--- config.mk ---
export PLATFORM = sky130hd
export DESIGN_NAME = sorted_key_table_flat
export DESIGN_NICKNAME = d
export VERILOG_FILES = /design/src/skt_pkg.sv /design/src/skt_if.sv /design/src/skt_ctrl.sv /design/src/skt_dp.sv /design/src/sorted_key_table.sv /design/src/flat_wrapper.sv
export SDC_FILE = /design/constraint.sdc
export NUM_CORES = 1
export LEC_CHECK = 0
export ABC_CLOCK_PERIOD_IN_PS = 10600
export BUFFER_PORTS_ARGS = -buffer_cell sky130_fd_sc_hd__buf_2
export CORE_UTILIZATION = 30
export DETAILED_ROUTE_END_ITERATION = 8
export SLEW_MARGIN = 20
export SYNTH_ARGS = -nofsm -noshare
export SYNTH_HDL_FRONTEND = slang
export SYNTH_HIERARCHICAL = 1
export SYNTH_SLANG_ARGS = --single-unit
--- constraint.sdc ---
create_clock -name clk_i -period 10.6 [get_ports clk_i]
set_input_delay 1.59 -clock clk_i [delete_from_list [all_inputs] [get_ports clk_i]]
set_output_delay 1.59 -clock clk_i [all_outputs]
set_load 0.01 [all_outputs]
--- src/skt_pkg.sv ---
// skt_pkg: shared types and codes for the sorted key table
// no dependencies
package skt_pkg;

  localparam int unsigned FieldKeyW  = 16;
  localparam int unsigned FieldSizeW = 8;

  // operation codes
  localparam logic OP_INSERT = 1'b0;
  localparam logic OP_REMOVE = 1'b1;

  typedef enum logic [1:0] {
    ST_DONE      = 2'd0,
    ST_FULL      = 2'd1,
    ST_NOT_FOUND = 2'd2
  } status_e;

  // controller to datapath
  typedef struct packed {
    logic load;   // capture the accepted item
    logic apply;  // update the cells and the result register
  } cmd_t;

endpackage

--- src/skt_if.sv ---
// skt_in_if / skt_out_if: valid-ready channels of the sorted key table
// depends on skt_pkg for field widths
interface skt_in_if
  import skt_pkg::*;
();
  logic                  valid;
  logic                  ready;
  logic                  operation;
  logic [FieldKeyW-1:0]  item_key;
  logic [FieldSizeW-1:0] item_size;

  modport source (output valid, operation, item_key, item_size, input ready);
  modport sink   (input valid, operation, item_key, item_size, output ready);
endinterface

interface skt_out_if
  import skt_pkg::*;
#(
  parameter int unsigned CNT_W = 5
) ();
  logic                  valid;
  logic                  ready;
  logic [1:0]            status;
  logic [FieldKeyW-1:0]  found_key;
  logic [FieldSizeW-1:0] found_size;
  logic [CNT_W-1:0]      entry_count;

  modport source (output valid, status, found_key, found_size, entry_count, input ready);
  modport sink   (input valid, status, found_key, found_size, entry_count, output ready);
endinterface

--- src/skt_ctrl.sv ---
// skt_ctrl: two-state controller that sequences one item at a time
// depends on skt_pkg
module skt_ctrl
  import skt_pkg::*;
(
  input  logic clk_i,
  input  logic rst_ni,
  input  logic in_valid_i,
  output logic in_ready_o,
  input  logic out_ready_i,
  output logic out_valid_o,
  output cmd_t cmd_o
);

  localparam logic S_IDLE = 1'b0;
  localparam logic S_BUSY = 1'b1;

  logic state_q, state_d;
  logic out_valid_q, out_valid_d;
  logic slot_free;

  assign slot_free = !out_valid_q || out_ready_i;

  always_comb begin
    state_d     = state_q;
    out_valid_d = out_valid_q && !out_ready_i;
    cmd_o       = '0;
    unique case (state_q)
      S_IDLE: begin
        if (in_valid_i) begin
          cmd_o.load = 1'b1;
          state_d    = S_BUSY;
        end
      end
      S_BUSY: begin
        if (slot_free) begin
          cmd_o.apply = 1'b1;
          out_valid_d = 1'b1;
          state_d     = S_IDLE;
        end
      end
      default: state_d = S_IDLE;
    endcase
  end

  assign in_ready_o  = (state_q == S_IDLE);
  assign out_valid_o = out_valid_q;

  always_ff @(posedge clk_i or negedge rst_ni) begin
    if (!rst_ni) begin
      state_q     <= S_IDLE;
      out_valid_q <= 1'b0;
    end else begin
      state_q     <= state_d;
      out_valid_q <= out_valid_d;
    end
  end

endmodule

--- src/skt_dp.sv ---
// skt_dp: row of compare-and-shift cells, fill count and result register
// depends on skt_pkg
module skt_dp
  import skt_pkg::*;
#(
  parameter int unsigned CAPACITY = 16,
  parameter int unsigned KEY_BITS = 16,
  parameter int unsigned CNT_W    = 5
) (
  input  logic                  clk_i,
  input  logic                  rst_ni,
  input  cmd_t                  cmd_i,
  input  logic                  operation_i,
  input  logic [FieldKeyW-1:0]  item_key_i,
  input  logic [FieldSizeW-1:0] item_size_i,
  output logic [1:0]            status_o,
  output logic [FieldKeyW-1:0]  found_key_o,
  output logic [FieldSizeW-1:0] found_size_o,
  output logic [CNT_W-1:0]      entry_count_o
);

  // captured item
  logic                  op_q;
  logic [KEY_BITS-1:0]   key_in_q;
  logic [FieldSizeW-1:0] size_in_q;

  // cells
  logic [KEY_BITS-1:0]   key_q  [CAPACITY];
  logic [FieldSizeW-1:0] size_q [CAPACITY];
  logic [CNT_W-1:0]      count_q;

  logic [CAPACITY-1:0] lt, eq, prev_lt, hit;
  logic                found, full, do_ins, do_rem;
  logic [FieldSizeW-1:0] hit_size;

  // result register
  status_e               status_q;
  logic [FieldKeyW-1:0]  fkey_q;
  logic [FieldSizeW-1:0] fsize_q;

  always_ff @(posedge clk_i) begin
    if (cmd_i.load) begin
      op_q      <= operation_i;
      key_in_q  <= KEY_BITS'(item_key_i);
      size_in_q <= item_size_i;
    end
  end

  assign full   = (count_q == CNT_W'(CAPACITY));
  assign found  = |hit;
  assign do_ins = cmd_i.apply && (op_q == OP_INSERT) && !full;
  assign do_rem = cmd_i.apply && (op_q == OP_REMOVE) && found;

  for (genvar i = 0; i < CAPACITY; i++) begin : g_cell
    logic                  held;
    logic [KEY_BITS-1:0]   up_key, dn_key;
    logic [FieldSizeW-1:0] up_size, dn_size;

    assign held  = (CNT_W'(i) < count_q);
    assign lt[i] = held && (key_q[i] < key_in_q);
    assign eq[i] = held && (key_q[i] == key_in_q);

    if (i == 0) begin : g_first
      assign prev_lt[i] = 1'b1;
      assign up_key     = key_in_q;
      assign up_size    = size_in_q;
    end else begin : g_rest
      assign prev_lt[i] = lt[i-1];
      assign up_key     = key_q[i-1];
      assign up_size    = size_q[i-1];
    end

    if (i == CAPACITY - 1) begin : g_last
      assign dn_key  = key_q[i];
      assign dn_size = size_q[i];
    end else begin : g_mid
      assign dn_key  = key_q[i+1];
      assign dn_size = size_q[i+1];
    end

    // first held entry at or above the key, and equal to it
    assign hit[i] = eq[i] && prev_lt[i];

    always_ff @(posedge clk_i) begin
      if (do_ins && !lt[i]) begin
        if (prev_lt[i]) begin
          key_q[i]  <= key_in_q;
          size_q[i] <= size_in_q;
        end else begin
          key_q[i]  <= up_key;
          size_q[i] <= up_size;
        end
      end else if (do_rem && !lt[i]) begin
        key_q[i]  <= dn_key;
        size_q[i] <= dn_size;
      end
    end
  end

  always_comb begin
    hit_size = '0;
    for (int unsigned i = 0; i < CAPACITY; i++) begin
      hit_size = hit_size | (size_q[i] & {FieldSizeW{hit[i]}});
    end
  end

  always_ff @(posedge clk_i or negedge rst_ni) begin
    if (!rst_ni) begin
      count_q <= '0;
    end else if (do_ins) begin
      count_q <= count_q + CNT_W'(1);
    end else if (do_rem) begin
      count_q <= count_q - CNT_W'(1);
    end
  end

  always_ff @(posedge clk_i) begin
    if (cmd_i.apply) begin
      fkey_q  <= '0;
      fsize_q <= '0;
      if (op_q == OP_INSERT) begin
        status_q <= full ? ST_FULL : ST_DONE;
      end else if (found) begin
        status_q <= ST_DONE;
        fkey_q   <= FieldKeyW'(key_in_q);
        fsize_q  <= hit_size;
      end else begin
        status_q <= ST_NOT_FOUND;
      end
    end
  end

  assign status_o      = status_q;
  assign found_key_o   = fkey_q;
  assign found_size_o  = fsize_q;
  assign entry_count_o = count_q;

endmodule

--- src/sorted_key_table.sv ---
// sorted_key_table: top level of the sorted key table
// depends on skt_pkg, skt_if, skt_ctrl and skt_dp
//
// usage
//   in_if carries one item: operation (insert or remove by key), item_key
//   and item_size. out_if returns exactly one result item for each:
//   status, found_key, found_size and the entry count after the item.
//   entries are held in ascending key order; a new entry goes ahead of
//   equal keys, and a remove takes the first matching entry
// sequencing
//   an item is captured on acceptance and settled in the busy state once the
//   output register is free, when the cell row compares every held key against
//   it and shifts in one step; the result is written to the output register
//   as the cells update. a new item is accepted only after the previous one
//   has been applied to the compare-and-shift cell row, used once per item
// reset
//   rst_ni clears the fill count and the handshake state; key and size
//   cells hold no reset value and are only read once written
// stalls
//   a result waits in the output register while out_if.ready is low; the
//   next item is still accepted, then held until the register frees up
module sorted_key_table
  import skt_pkg::*;
#(
  parameter int unsigned CAPACITY = 16,
  parameter int unsigned KEY_BITS = 16
) (
  input  logic       clk_i,
  input  logic       rst_ni,
  skt_in_if.sink     in_if,
  skt_out_if.source  out_if
);

  // width of the entry count, 0 up to CAPACITY
  localparam int unsigned CntW = $clog2(CAPACITY + 1);

  // command bundle from controller to cells
  cmd_t cmd;

  // sequencing and output valid
  skt_ctrl u_ctrl (
    .clk_i       (clk_i),
    .rst_ni      (rst_ni),
    .in_valid_i  (in_if.valid),
    .in_ready_o  (in_if.ready),
    .out_ready_i (out_if.ready),
    .out_valid_o (out_if.valid),
    .cmd_o       (cmd)
  );

  // cell row, fill count and result payload
  skt_dp #(
    .CAPACITY (CAPACITY),
    .KEY_BITS (KEY_BITS),
    .CNT_W    (CntW)
  ) u_dp (
    .clk_i         (clk_i),
    .rst_ni        (rst_ni),
    .cmd_i         (cmd),
    .operation_i   (in_if.operation),
    .item_key_i    (in_if.item_key),
    .item_size_i   (in_if.item_size),
    .status_o      (out_if.status),
    .found_key_o   (out_if.found_key),
    .found_size_o  (out_if.found_size),
    .entry_count_o (out_if.entry_count)
  );

endmodule
--- src/flat_wrapper.sv ---
// flat-port wrapper written by rule: the top's interface ports become plain ports
module sorted_key_table_flat import skt_pkg::*;
#(
  parameter int unsigned CAPACITY = 16,
  parameter int unsigned KEY_BITS = 16
)
  (clk_i, rst_ni, in_if_valid, in_if_operation, in_if_item_key, in_if_item_size, in_if_ready, out_if_valid, out_if_status, out_if_found_key, out_if_found_size, out_if_entry_count, out_if_ready);
  skt_in_if in_if_i ();
  skt_out_if out_if_i ();
  input  logic clk_i;
  input  logic rst_ni;
  input wire logic [$bits(in_if_i.valid)-1:0] in_if_valid;
  input wire logic [$bits(in_if_i.operation)-1:0] in_if_operation;
  input wire logic [$bits(in_if_i.item_key)-1:0] in_if_item_key;
  input wire logic [$bits(in_if_i.item_size)-1:0] in_if_item_size;
  output wire logic [$bits(in_if_i.ready)-1:0] in_if_ready;
  output wire logic [$bits(out_if_i.valid)-1:0] out_if_valid;
  output wire logic [$bits(out_if_i.status)-1:0] out_if_status;
  output wire logic [$bits(out_if_i.found_key)-1:0] out_if_found_key;
  output wire logic [$bits(out_if_i.found_size)-1:0] out_if_found_size;
  output wire logic [$bits(out_if_i.entry_count)-1:0] out_if_entry_count;
  input wire logic [$bits(out_if_i.ready)-1:0] out_if_ready;
  assign in_if_i.valid = in_if_valid;
  assign in_if_i.operation = in_if_operation;
  assign in_if_i.item_key = in_if_item_key;
  assign in_if_i.item_size = in_if_item_size;
  assign in_if_ready = in_if_i.ready;
  assign out_if_valid = out_if_i.valid;
  assign out_if_status = out_if_i.status;
  assign out_if_found_key = out_if_i.found_key;
  assign out_if_found_size = out_if_i.found_size;
  assign out_if_entry_count = out_if_i.entry_count;
  assign out_if_i.ready = out_if_ready;
  sorted_key_table #(.CAPACITY(CAPACITY), .KEY_BITS(KEY_BITS)) u_core (.clk_i(clk_i), .rst_ni(rst_ni), .in_if(in_if_i), .out_if(out_if_i));
endmodule
* Yosys cells after proc, flatten, opt, wreduce, memory -nomap -nowiden
Memory sizes are Yosys's and may differ from the RTL's.
Cells that the tools add are included.
** Operators by class
- Add/sub/neg operators :: 2
- $mul :: 0
- Divide/modulo/power cells :: 0
- Magnitude comparators :: 32
- Eq/ne operators :: 17
- Shift-type cells :: 0
- Muxes and demuxes :: 215
- Bitwise logic cells :: 95
- Reductions and logical operators :: 107
** Operator list (number)
- $mux W16 :: 31
- $eq A16 B16 Y1 :: 16
- $lt A16 B16 Y1 :: 16
- $mux W8 :: 31
- $mux W1 :: 148
- $and A8 B8 Y8 :: 16
- $or A8 B8 Y8 :: 15
- $logic_and A1 B1 Y1 :: 84
- $or A1 B1 Y1 :: 62
- $lt A4 B5 Y1 const A :: 8
- $lt A3 B5 Y1 const A :: 4
- $logic_not A1 Y1 :: 19
- $reduce_or A16 Y1 :: 1
- $lt A1 B5 Y1 const A :: 2
- $lt A2 B5 Y1 const A :: 2
- $mux W5 :: 2
- $add A5 B1 Y5 const B :: 1
- $eq A5 B5 Y1 const B :: 1
- $sub A5 B1 Y5 const B :: 1
- $mux W2 :: 2
- $not A1 Y1 :: 2
- $pmux W1 S2 :: 1
- $reduce_and A2 Y1 :: 1
- $reduce_bool A2 Y1 :: 1
- $logic_or A1 B1 Y1 :: 1
** Storage, ports and cells
- Register bits after elaboration :: 58
- Latch bits :: 0
- Bits in writable memories :: 384
- Memory bits (read-only) :: 0
- Input bits :: 29
- Memories :: 2
** Memories
- u_core.u_dp.key_q :: depth 16, width 16, read ports 16, clocked after Yosys merged registers in 0, wr ports 16, line skt_dp.sv:28 : logic [KEY_BITS-1:0] key_q [CAPACITY];
- u_core.u_dp.size_q :: depth 16, width 8, read ports 16, clocked after Yosys merged registers in 0, wr ports 16, line skt_dp.sv:29 : logic [FieldSizeW-1:0] size_q [CAPACITY];

* Logic depth before layout (Yosys ltp)
An unclocked memory read counts as a cell.
- Word-level depth :: 20
- Gate-level depth with buffers :: 15
- Gate-level depth less buffers :: 11

* Cells and area by module
The synthesis kept the hierarchy.
** Modules (own cells, without submodules)
- skt_dp :: instances 1, cells each 2275, area an instance 30242.8 um2
- skt_ctrl :: instances 1, cells each 8, area an instance 93.8 um2

* Least setup slack after synthesis
Ideal clock, no wire load.
- Path type :: input-to-reg
- Start point :: in out_if_ready
- End point :: mem u_core.u_dp.key_q[9][0], in the netlist u_core/u_dp/key_q[1][16], enable pin
- Arrival :: 4537 ps
- Data required time :: 10180 ps
- Path slack :: 5643 ps
- Stages :: 7
- Path buffers :: 1
- Path through :: nand2b_4 -> and2_1 -> buf_2 -> nand2_1 -> a41oi_2 -> nor2_1 -> a31oi_1
** RTL lines
- start: declaration :: line flat_wrapper.sv:22 : input wire logic [$bits(out_if_i.ready)-1:0] out_if_ready;
- end: declaration :: line skt_dp.sv:28

==> results_dict.tcl <==
set metrics [dict create \
    io-pin-count 62 \
    grt_util_met3_pct 2.66 \
    rows 116 \
    period_needed_ns 6.58 \
    ctsResizeCount 0 \
    worst_slack_ns 4.02 \
    cts_hold_buffers 0 \
    cp.required_ns 10.95 \
    gr-max-usage-layer "met2" \
    grt_pass1_wl_um 127000 \
    clock_latency_ns 0.62 \
    diodes 0 \
    nets 2608 \
    path_class "flop to flop" \
    dr_total_vias 19438 \
    hp-class "flop to flop" \
    clk_pin_slew_ns 0.05 \
    dpl-instance-area_um2 32000 \
    hpwlAfterDp_um 65200 \
    dp.cells 3564 \
    rsz0062_at_grt "false" \
    synth_area_per_cell_um2 13.3 \
    grt_max_degree 40 \
    clock-sinks 442 \
    yosys_most_used_dff "edfxtp_1" \
    arrival_ns 6.92 \
    ctsLongestPathBuffers 3 \
    start_util_pct 30.3 \
    final_common_cell "edfxtp_1" \
    final_cell_count_no_fill 3650 \
    worst_pin_slew_ns 1.13 \
    cap_violations 0 \
    gp_congestion 0.928 \
    ys_seq_area_share_pct 43.6 \
    cp_max_fo 24 \
    gr-usage-met2_pct 26.0 \
    drc_errors 0 \
    p_per_area_nw_per_um2 160 \
    grt_use_total_pct 16.3 \
    dr.pass1.iters 7 \
    ys_async_sr_fraction_pct 1.58 \
    root_buffer "clkbuf_16" \
    syn_inst 2283 \
    leakagePower_nw 13.1 \
    die_area_um2 102000 \
    fmax_mhz 152 \
    drive_gt1_share_pct 36.6 \
    routedWlPerCell_um 23.2 \
    timing.hold.ws_ns 0.536 \
    die_x_um 320 \
    area_growth_pct 10.4 \
    drt-initial-drc-count 1822 \
    htreeDepth 2 \
    die_height_um 320 \
    relSlewSlack_pct 25.0 \
    setup_viol 0 \
    post_cts_buffers 0 \
    syn_area_um2 30300 \
    mostFrequentLayoutCells "edfxtp_1 (435), mux2_2 (427), ha_1 (259)" \
    cts_made_buffers 52 \
    status "finished, final reports clean" \
    detail-route-antenna-nets 0 \
    skew_ns 0.0234 \
    slowest_stage "edfxtp_1" \
    grt_pass1_vias 19560 \
    synthDistinctLibCells 81 \
    fin_area_um2 33500 \
    synth_edf_count 435 \
    slew_viol_final 0 \
    worstPathCellList "inv_1 -> ha_1 -> nand4_1 -> nor4_1 -> nor3b_1 -> and4_1 -> nor2_1 -> nor4bb_4 -> a31oi_4 -> buf_4 -> nand3b_4 -> mux2_4" \
    vias_per_cell 5.33 \
    met1_usage_pct 22.9 \
    worst_setup_path_end_kind "flop" \
    cpPeakStageDelay_ns 0.84 \
    fin_tns_setup_ns 0 \
    antenna_found_initial 2 \
    synth-seq-cells 442 \
    grt.overflow.total 0 \
    portBuffers 61 \
    yosys_warnings 6 \
    ir_drop_mv 0.132 \
    core-area_um2 100000 \
    synth_nets 2571 \
    finalHoldViolCount 0 \
    post-route-period-util_pct 62.0 \
    pre_cts_ws_ns 4.12 \
    routed_wirelength_um 84600 \
    cts_tree "done" \
    worstSetupStartpointType "flop" \
]
==> synthesized netlist by cell type, types with 4 or more instances <==
library cell	count	share of area, %
a21oi_1	90	1.5
inv_1	48	0.59
and4_1	8	0.23
buf_2	11	0.18
o211ai_1	11	0.27
nand4_1	69	1.4
a211oi_1	5	0.12
nand3_4	7	0.40
a31oi_1	8	0.16
o21ai_0	76	1.3
buf_4	6	0.15
mux2_4	196	9.7
dfrtp_1	7	0.58
or2_2	8	0.16
ha_1	259	11
mux2i_1	19	0.63
a222oi_1	24	0.79
nand2_1	92	1.1
nor3_1	25	0.41
mux2_2	427	16
a41o_1	5	0.16
and2_1	23	0.47
edfxtp_1	435	43
or3_1	7	0.14
clkbuf_1	70	0.87
a22oi_1	26	0.64
nand3b_4	4	0.26
mux2_1	23	0.85
o21a_1	17	0.42
a21boi_0	6	0.15
a21o_1	40	0.99
nor3_2	4	0.13
and3_1	8	0.16
xnor2_1	4	0.12
nor2b_1	17	0.35
buf_6	30	1.1
nor2_1	63	0.78
nand3_1	34	0.56
==> worst paths after layout <==
path,from,end,slack [ns],depth (start not counted)
min in group asynchronous,rst_ni,u_core/u_dp/entry_count_o[4],0.89,1
hold / removal,u_core/u_ctrl/out_valid_o,u_core/u_ctrl/out_valid_o,0.54,2
hold reg to reg,u_core/u_ctrl/out_valid_o,u_core/u_ctrl/out_valid_o,0.54,2
setup / recovery,u_core/u_dp/g_cell[0].up_key[11],u_core/u_dp/size_q[3][21],4.02,12
max in group asynchronous,rst_ni,u_core/u_ctrl/out_valid_o,9.41,1
setup reg to reg,u_core/u_dp/g_cell[0].up_key[11],u_core/u_dp/size_q[3][21],4.02,12
==> per-layer routing <==
| metal | vias to the layer above | wire (um) | part of all wire [%] |
|---|---|---|---|
| met5 | - | 0 | 0 |
| met4 | 0 | 1680 | 2.0 |
| met3 | 100 | 5350 | 6.3 |
| met2 | 576 | 38300 | 45 |
| met1 | 9719 | 39300 | 46 |
| li1 | 9043 | - | - |
==> sequential cells by signal, summed over array words and instances (netlist names) <==
| register | flops |
|---|---|
| u_core/u_dp/g_cell.up_size | 8 |
| u_core/u_ctrl/state_q | 1 |
| u_core/u_dp/found_key_o | 16 |
| u_core/u_dp/g_cell.up_key | 16 |
| u_core/u_dp/size_q | 128 |
| u_core/u_dp/found_size_o | 8 |
| u_core/u_dp/key_q | 256 |
| u_core/u_dp/status_o | 2 |
| u_core/u_dp/op_q | 1 |
| u_core/u_dp/entry_count_o | 5 |
| u_core/u_ctrl/out_valid_o | 1 |
==> metrics by stage <==
| stage | utilization, % | power, mW |
|---|---|---|
| finish | 33.4 | 5.37 |
| global route | 33.4 | 5.61 |
| CTS | 33.4 | 5.40 |
| detailed placement | 31.9 | 3.71 |
| global placement | 31.9 | 3.68 |
| floorplan | - | 3.30 |
==> power by group <==
| group | switching, mW | leakage (nW) | total, mW | internal (mW) |
|---|---|---|---|---|
| logic | 0.687 | 8.28 | 1.30 | 0.616 |
| clock network | 0.722 | 0.751 | 1.67 | 0.950 |
| registers | 0.220 | 4.08 | 2.39 | 2.17 |
| total | 1.63 | 13.1 | 5.37 | 3.74 |
==> layout make-up <==
class / count / area [um^2]
flip-flops and latches: 442 / 13200
inverters: 49 / 184
clock inverters: 23 / 159
fillers: 9882 / 66700
well taps: 1298 / 1620
clock buffers: 63 / 1360
repair buffers: 105 / 636
multi-input cells: 1670 / 16300
==> worst max-delay path, delay by kind of cell, from the launching register on <==
family	cells	cell delay [ns]
AOI/OAI and AO/OA	1	0.69
muxes	1	0.46
and+or+nand+nor	7	2.47
buffers and inverters	2	1.23
adders and majority gates	1	0.58
DFF	1	0.84
==> cell families (layout without fill, tap and decap cells) <==
family | count (synthesis) | count (layout) | synth area share, %
xor gates and xnor gates | 4 | 4 | 0.115
DFF | 442 | 442 | 43.6
muxes | 665 | 665 | 27.0
adders and majority gates | 259 | 259 | 10.7
buffers and inverters | 171 | 240 | 3.04
AOI/OAI and AO/OA | 342 | 342 | 7.64
and+or+nand+nor | 400 | 400 | 7.86
(Power assumes the default switching activity.)
